[src/rtl/core/i2cms_pkg.sv]
// ----------------------------------------------------------------------------
// i2cms_pkg
// Types, command codes and phase counts shared by the I2C bit sequencer.
// ----------------------------------------------------------------------------
package i2cms_pkg;

  localparam int BYTE_BITS = 8;
  localparam int HP_W      = 16;
  localparam int PH_W      = 5;

  localparam logic [HP_W-1:0] HALF_PERIOD_RST = 16'd5;

  typedef enum logic [2:0] {
    KIND_TICK     = 3'd0,
    KIND_START    = 3'd1,
    KIND_SEND     = 3'd2,
    KIND_WAIT_ACK = 3'd3,
    KIND_READ     = 3'd4,
    KIND_SEND_ACK = 3'd5,
    KIND_STOP     = 3'd6
  } kind_t;

  // unused kind code, ignored without advancing time
  localparam logic [2:0] KIND_NONE = 3'd7;

  typedef struct packed {
    logic [2:0]           kind;
    logic [BYTE_BITS-1:0] write_byte;
    logic                 ack_level;
    logic                 sda_in;
  } in_item_t;

  typedef struct packed {
    logic                 scl_level;
    logic                 sda_level;
    logic                 sda_driven;
    logic                 busy_res;
    logic                 done_res;
    logic [BYTE_BITS-1:0] read_data;
    logic                 slave_acked;
    logic                 rejected;
  } out_word_t;

  typedef struct packed {
    logic scl;
    logic sda;
    logic drv;
  } pins_t;

  // number of bus phases per command
  function automatic logic [PH_W-1:0] phase_total(kind_t cmd);
    logic [PH_W-1:0] n;
    n = '0;
    case (cmd)
      KIND_START:    n = PH_W'(2);
      KIND_SEND:     n = PH_W'(3 * BYTE_BITS + 1);
      KIND_WAIT_ACK: n = PH_W'(2);
      KIND_READ:     n = PH_W'(2 * BYTE_BITS + 1);
      KIND_SEND_ACK: n = PH_W'(3);
      KIND_STOP:     n = PH_W'(3);
      default:       n = '0;
    endcase
    return n;
  endfunction

endpackage

[src/rtl/core/i2cms_engine.sv]
// ----------------------------------------------------------------------------
// i2cms_engine
// Command and phase state of the I2C bit sequencer; one item per step.
// ----------------------------------------------------------------------------
module i2cms_engine (
  input  logic                          clk,
  input  logic                          rst,
  input  logic                          cfg_we,
  input  logic [i2cms_pkg::HP_W-1:0]    cfg_wdata,
  input  logic                          step,
  input  i2cms_pkg::in_item_t           item,
  output i2cms_pkg::out_word_t          res
);

  localparam int BB = i2cms_pkg::BYTE_BITS;
  localparam int PW = i2cms_pkg::PH_W;
  localparam int HW = i2cms_pkg::HP_W;

  logic [HW-1:0]       half_period;
  i2cms_pkg::kind_t    active_command, active_command_next;
  logic [PW-1:0]       phase_index, phase_index_next;
  logic [HW-1:0]       tick_count, tick_count_next;
  logic [BB-1:0]       shift_byte, shift_byte_next;
  logic                ack_level_held, ack_level_held_next;
  i2cms_pkg::pins_t    pins, pins_next;
  logic [BB-1:0]       last_read, last_read_next;
  logic                last_ack, last_ack_next;
  logic                done, rej;

  logic [HW-1:0]       hp;
  logic [HW-1:0]       tc1;
  logic [PW-1:0]       ph_inc;
  i2cms_pkg::kind_t    kind;

  // pin levels at the start of phase ph
  function automatic i2cms_pkg::pins_t apply_phase(i2cms_pkg::kind_t cmd,
      logic [PW-1:0] ph, logic [BB-1:0] sb, logic ackh, i2cms_pkg::pins_t cur);
    i2cms_pkg::pins_t p;
    logic [PW-1:0]    pm1;
    logic [2*PW-1:0]  prod;
    logic [PW-1:0]    q;
    logic [PW-1:0]    k;
    logic [2:0]       bidx;
    p    = cur;
    pm1  = ph - PW'(1);
    // divide by three: (x * 11) >> 5 is exact for x below 32
    prod = {{PW{1'b0}}, pm1} * (2*PW)'(11);
    q    = prod[2*PW-1:PW];
    k    = pm1 - q * PW'(3);
    bidx = q[2:0];
    case (cmd)
      i2cms_pkg::KIND_START: begin
        p.drv = 1'b1;
        if (ph == '0) begin
          p.sda = 1'b1;
          p.scl = 1'b1;
        end else begin
          p.sda = 1'b0;
        end
      end
      i2cms_pkg::KIND_SEND: begin
        p.drv = 1'b1;
        if (ph == '0) begin
          p.scl = 1'b0;
          p.sda = 1'b0;
        end else if (k == '0) begin
          p.sda = sb[3'(BB-1) - bidx];
        end else if (k == PW'(1)) begin
          p.scl = 1'b1;
        end else begin
          p.scl = 1'b0;
        end
      end
      i2cms_pkg::KIND_WAIT_ACK: begin
        p.drv = 1'b0;
        p.scl = (ph == '0);
      end
      i2cms_pkg::KIND_READ: begin
        p.drv = 1'b0;
        p.scl = (ph != '0) && !pm1[0];
      end
      i2cms_pkg::KIND_SEND_ACK: begin
        p.drv = 1'b1;
        if (ph == '0) p.sda = ackh;
        else if (ph == PW'(1)) p.scl = 1'b1;
        else p.scl = 1'b0;
      end
      i2cms_pkg::KIND_STOP: begin
        p.drv = 1'b1;
        if (ph == '0) begin
          p.sda = 1'b0;
          p.scl = 1'b0;
        end else if (ph == PW'(1)) begin
          p.scl = 1'b1;
        end else begin
          p.sda = 1'b1;
        end
      end
      default: p = cur;
    endcase
    return p;
  endfunction

  assign kind   = i2cms_pkg::kind_t'(item.kind);
  assign hp     = (half_period == '0) ? HW'(1) : half_period;
  assign tc1    = tick_count + HW'(1);
  assign ph_inc = phase_index + PW'(1);

  always_comb begin
    active_command_next = active_command;
    phase_index_next    = phase_index;
    tick_count_next     = tick_count;
    shift_byte_next     = shift_byte;
    ack_level_held_next = ack_level_held;
    pins_next           = pins;
    last_read_next      = last_read;
    last_ack_next       = last_ack;
    done                = 1'b0;
    rej                 = 1'b0;
    if (kind == i2cms_pkg::KIND_TICK) begin
      if (active_command != i2cms_pkg::KIND_TICK) begin
        tick_count_next = tc1;
        if (tc1 >= hp || tc1 == '0) begin
          // end of phase: sample SDA
          if (active_command == i2cms_pkg::KIND_WAIT_ACK && phase_index == '0)
            last_ack_next = !item.sda_in;
          if (active_command == i2cms_pkg::KIND_READ && phase_index != '0 &&
              phase_index[0])
            shift_byte_next = {shift_byte[BB-2:0], item.sda_in};
          tick_count_next = '0;
          if (ph_inc >= i2cms_pkg::phase_total(active_command)) begin
            if (active_command == i2cms_pkg::KIND_READ)
              last_read_next = shift_byte_next;
            active_command_next = i2cms_pkg::KIND_TICK;
            phase_index_next    = '0;
            done                = 1'b1;
          end else begin
            phase_index_next = ph_inc;
            pins_next = apply_phase(active_command, ph_inc, shift_byte_next,
                                    ack_level_held, pins);
          end
        end
      end
    end else if (item.kind != i2cms_pkg::KIND_NONE) begin
      if (active_command != i2cms_pkg::KIND_TICK) begin
        rej = 1'b1;
      end else begin
        active_command_next = kind;
        phase_index_next    = '0;
        tick_count_next     = '0;
        if (kind == i2cms_pkg::KIND_SEND) shift_byte_next = item.write_byte;
        else if (kind == i2cms_pkg::KIND_READ) shift_byte_next = '0;
        if (kind == i2cms_pkg::KIND_SEND_ACK) ack_level_held_next = item.ack_level;
        pins_next = apply_phase(kind, '0, shift_byte_next, ack_level_held_next, pins);
      end
    end
  end

  always_comb begin
    res.scl_level   = pins_next.scl;
    res.sda_level   = pins_next.drv & pins_next.sda;
    res.sda_driven  = pins_next.drv;
    res.busy_res    = (active_command_next != i2cms_pkg::KIND_TICK);
    res.done_res    = done;
    res.read_data   = last_read_next;
    res.slave_acked = last_ack_next;
    res.rejected    = rej;
  end

  always_ff @(posedge clk) begin
    if (rst) begin
      half_period    <= i2cms_pkg::HALF_PERIOD_RST;
      active_command <= i2cms_pkg::KIND_TICK;
      phase_index    <= '0;
      tick_count     <= '0;
      shift_byte     <= '0;
      ack_level_held <= 1'b0;
      pins           <= '{scl: 1'b1, sda: 1'b1, drv: 1'b1};
      last_read      <= '0;
      last_ack       <= 1'b0;
    end else begin
      if (cfg_we) half_period <= cfg_wdata;
      if (step) begin
        active_command <= active_command_next;
        phase_index    <= phase_index_next;
        tick_count     <= tick_count_next;
        shift_byte     <= shift_byte_next;
        ack_level_held <= ack_level_held_next;
        pins           <= pins_next;
        last_read      <= last_read_next;
        last_ack       <= last_ack_next;
      end
    end
  end

  a_done_idle: assert property (@(posedge clk) disable iff (rst)
    step && res.done_res |=> active_command == i2cms_pkg::KIND_TICK)
    else $error("done without return to idle");

  a_rej_busy: assert property (@(posedge clk) disable iff (rst)
    step && res.rejected |-> active_command != i2cms_pkg::KIND_TICK && !res.done_res)
    else $error("reject while idle");

  a_idle_phase: assert property (@(posedge clk) disable iff (rst)
    active_command == i2cms_pkg::KIND_TICK |-> phase_index == '0)
    else $error("phase index left over while idle");

  a_phase_range: assert property (@(posedge clk) disable iff (rst)
    active_command != i2cms_pkg::KIND_TICK |->
      phase_index < i2cms_pkg::phase_total(active_command))
    else $error("phase index past command length");

endmodule

[src/rtl/core/i2c_master_bit_sequencer_core.sv]
// ----------------------------------------------------------------------------
// i2c_master_bit_sequencer_core
// I2C master bit engine: commands start bus operations, tick words advance time.
// ----------------------------------------------------------------------------
// Data path: input register, combinational engine update, result register.
// Throughput: one word per cycle while m_tready does not hold the output; the state update for a word is combinational.
// The input register takes a new word while a result waits, if the result is taken.
// Reset (rst, synchronous): idle, SCL/SDA high and driven, half_period 5.
module i2c_master_bit_sequencer_core (
  input  logic        clk,
  input  logic        rst,
  input  logic        cfg_we,
  input  logic [15:0] cfg_wdata,
  input  logic        s_tvalid,
  output logic        s_tready,
  input  logic [15:0] s_tdata,   // write_byte[7:0], ack_level[8], sda_in[9], zero[15:10]
  input  logic [2:0]  s_tuser,   // kind[2:0]
  output logic        m_tvalid,
  input  logic        m_tready,
  output logic [15:0] m_tdata    // scl_level[0], sda_level[1], sda_driven[2], busy_res[3],
                                 // done_res[4], read_data[12:5], slave_acked[13],
                                 // rejected[14], zero[15]
);

  logic                  in_valid;
  i2cms_pkg::in_item_t   in_item;
  logic                  out_free;
  logic                  step;
  i2cms_pkg::out_word_t  res;
  i2cms_pkg::out_word_t  out_word;

  assign out_free = !m_tvalid || m_tready;
  assign step     = in_valid && out_free;
  assign s_tready = !in_valid || out_free;

  always_ff @(posedge clk) begin
    if (rst) begin
      in_valid <= 1'b0;
      m_tvalid <= 1'b0;
    end else begin
      if (s_tready) in_valid <= s_tvalid;
      if (out_free) m_tvalid <= in_valid;
    end
  end

  always_ff @(posedge clk) begin
    if (s_tvalid && s_tready) begin
      in_item.kind       <= s_tuser;
      in_item.write_byte <= s_tdata[7:0];
      in_item.ack_level  <= s_tdata[8];
      in_item.sda_in     <= s_tdata[9];
    end
    if (step) out_word <= res;
  end

  i2cms_engine u_engine (
    .clk       (clk),
    .rst       (rst),
    .cfg_we    (cfg_we),
    .cfg_wdata (cfg_wdata),
    .step      (step),
    .item      (in_item),
    .res       (res)
  );

  assign m_tdata = {1'b0, out_word.rejected, out_word.slave_acked, out_word.read_data,
                    out_word.done_res, out_word.busy_res, out_word.sda_driven,
                    out_word.sda_level, out_word.scl_level};

endmodule
[config.mk]
export PLATFORM = sky130hd
export DESIGN_NAME = i2c_master_bit_sequencer_core
export DESIGN_NICKNAME = d
export VERILOG_FILES = /design/src/rtl/core/i2cms_pkg.sv /design/src/rtl/core/i2cms_engine.sv /design/src/rtl/core/i2c_master_bit_sequencer_core.sv
export SDC_FILE = /design/constraint.sdc
export NUM_CORES = 1
export LEC_CHECK = 0
export BUFFER_PORTS_ARGS = -buffer_cell sky130_fd_sc_hd__buf_2
export CAP_MARGIN = 15
export CORE_ASPECT_RATIO = 1.1
export CORE_UTILIZATION = 26
export DETAILED_ROUTE_END_ITERATION = 8
export PLACE_DENSITY = 0.51
export REMOVE_ABC_BUFFERS = 1
export SLEW_MARGIN = 20
export SYNTH_ARGS = -nofsm -noshare
export SYNTH_HDL_FRONTEND = slang
export SYNTH_SLANG_ARGS = --single-unit
[constraint.sdc]
create_clock -name clk -period 7.8 [get_ports clk]
set_clock_uncertainty 0.2 [all_clocks]
set_input_delay 0.78 -clock clk [delete_from_list [all_inputs] [get_ports clk]]
set_output_delay 0.78 -clock clk [all_outputs]
set_load 0.01 [all_outputs]
==> flow_summary.yaml <==
die:
  start_util_pct: 26.69
  die_x_um: 145.9
  placementRows: 57
  die_area_um2: 23370
  die_h_um: 160.3
  io_pins: 58
  core-area_um2: 22180
drt:
  wl_per_cell_um: 13.44
  wl_met1_um: 6334
  drt_iter0_markers: 239
  wl_um: 13560
  wl_met3_um: 457
  drc: 0
  ant_nets: 0
  topRoutingLayerUsed: "met5"
  vias: 4778
  avgViaCountPerCell: 4.735
  wl_met2_um: 6579
  first_pass_iters: 4
global_routing:
  track_usage_pct: 11.96
  grt_overflow_total: 0
  grt_max_degree: 61
  grt_pass1_vias: 4588
  antenna_found_initial: 1
  grt_pass1_wl_um: 22720
cts:
  clock_latency_ns: 0.35
  clockBufferDepth: 2
  cts.sinks: 91
  cts_hold_buf: 0
  cts_tree: "done"
  cts_setup_buffers: 0
  cts_buffers: 9
  clk_pin_slew_ns: 0.07
  cts.htree.levels: 3
  cts-root-buf: "clkbuf_16"
  cts_resized: 0
sta:
  slew_viol_final: 0
  setup_viol: 0
  tightestPinTransition_ns: 0.7183
  hold_violations: 0
  rsz0062_at_grt: "no"
  fin_crit_ns: 6.679
  fin_setup_tns_ns: 0
  post-route-period-util_pct: 85.62
  relSlewSlack_pct: 52.11
  setup_ws_ns: 1.121
  max_freq_mhz: 149.7
synthesis:
  synth_edf_count: 28
  synth.avg_cell_area_um2: 8.654
  ys_types: 70
  seq_area_frac_synth_pct: 35.51
  synthFlopType: "dfxtp_1"
  synthTopCellsByArea: "dfxtp_1, edfxtp_1, ha_1"
  synth_common_cells: "nor2_1, dfxtp_1, a21oi_1"
  syn_area_um2: 5919
  async_flop_share_pct: 0
  yosysTopAreaCell: "dfxtp_1"
  ys_seq_elements: 91
  synth.most_common_cell: "nor2_1"
  synth_top_area_share_pct: 21.31
  synth_cells: 684
  ys_warn_count: 0
setup_path:
  rrSetupSlack_ns: 1.12
  cp_max_fo: 7
  crit_path_start_kind: "register"
  crit_arrival_ns: 6.57
  crit_path_end_kind: "register"
  critical_path_required_ns: 7.69
  path_class: "reg2reg"
power_and_ir_drop:
  vdd_drop_max_uv: 90.42
  power_density_nw_per_um2: 157.9
  leakage_nw: 2.841
finish:
  n_fill_cell: 2377
  multi_input_area_um2: 3463
  antennaDiodeCount: 0
  synthToLayoutAreaGrowth_pct: 13.04
  nets: 796
  drive_above_1_share_pct: 12.89
  regArea_um2: 2102
placement:
  place_congestion: 0.7790
  dp_slack_ns: 1.116
  dp_hpwl_um: 9985
  io_buffers: 50
outcome:
  outcome: "completed"
flow_run:
  maxCapViolCount: 0
min_path:
  hp-class: "reg2reg"
-- critical path: stages (launching register included) --
cell      delay, ns
dfxtp_1        0.46
inv_1          0.16
ha_1           0.36
inv_1          0.09
nand3_1        0.09
xor2_1         0.44
ha_1           0.32
ha_1           0.32
a21o_1         0.17
ha_1           0.32
nor2_1         0.06
a211oi_2       0.51
a21oi_1        0.16
xnor2_1        0.41
fa_1           0.49
inv_1          0.06
ha_1           0.26
a21o_1         0.19
a21oi_1        0.18
xnor2_1        0.11
xnor2_1        0.28
nand3_1        0.13
a311o_1        0.39
o21bai_1       0.15
a21oi_1        0.09
-- cell usage in the layout, fill, tap and decap left out, types with 3 or more instances in the layout --
cell type,netlist,routed
buf_2,4,50
nand2_1,37,37
dfxtp_1,63,63
a21o_1,6,6
o211ai_1,3,3
o21a_1,3,3
nand3b_1,4,4
o21ai_0,31,31
nor2_1,93,93
a211oi_2,9,9
edfxtp_1,28,28
nor3_1,20,20
clkbuf_16,0,10
nand3_1,19,19
xnor2_1,12,12
inv_1,43,43
or3_1,6,6
nand2b_1,11,11
a31oi_1,8,8
o22ai_1,3,3
and3_1,14,14
xor2_1,19,19
fa_1,3,3
and4_1,3,3
nor4_1,6,6
ha_1,44,44
nand4_1,9,9
and2_1,4,4
nor3b_1,9,9
a2111oi_0,4,4
a21oi_1,53,53
mux2i_1,34,34
buf_4,2,6
-- per-layer routing --
layer  vias to the layer above  GRT usage, %
met1                      2184         14.62
met5                         -             0
met4                         2         3.541
li1                       2491             -
met2                        82         20.90
met3                        19         2.571
-- power by group --
group	leakage, nW	switching, mW	internal, mW
sequential	0.784	0.0151	0.505
combinational	1.92	0.0617	0.0417
clock	0.140	0.197	0.237
-- area by class of cell --
type	count	share of cell area, %
multi-input combinational	507	51.76
sequential	91	31.41
tap	295	5.516
timing repair buffer	56	4.413
clock buffer	10	3.740
inverter	44	2.468
clock inverter	6	0.6918
-- path summary, 6_finish.rpt --
path / end / cells past startpoint / start
max reg2reg: m_tdata[1] / 24 / u_engine.phase_index[0]
min reg2reg: u_engine.half_period[0] / 2 / u_engine.half_period[0]
max: m_tdata[1] / 24 / u_engine.phase_index[0]
min: u_engine.half_period[0] / 2 / u_engine.half_period[0]
-- cell families (layout without fill, tap and decap cells) --
kind of cell    after synthesis  count (layout)  share of synthesized area, %
other cells                   1               1                       0.06335
xor+xnor                     32              32                         4.967
mux                          34              34                         5.749
fa+ha+maj                    47              47                         10.32
simple gates                244             244                         20.38
buf+inv                      86             116                         5.981
compound gates              149             149                         17.04
flops                        91              91                         35.51
-- flip-flops by register name, summed over array words and instances, names as in the netlist, 5 cells and up --
signal	count
u_engine.half_period	16
u_engine.tick_count	16
m_tdata	15
in_item	13
u_engine.last_read	8
u_engine.shift_byte	8
u_engine.phase_index	5
-- metrics by stage --
stage	utilization, %	power [mW]	instance area [um2]	cells	hold WS [ns]
after floorplan	-	0.5916	5731	642	0.2425
after global placement	28.83	0.6341	6395	993	0.2610
after detailed placement	28.83	0.6347	6395	993	0.2683
after CTS	30.17	1.072	6691	1009	0.2941
after global routing	30.17	1.101	6691	1009	0.3119
final	30.17	1.057	6691	1009	0.2907
(Power assumes the default switching activity.)
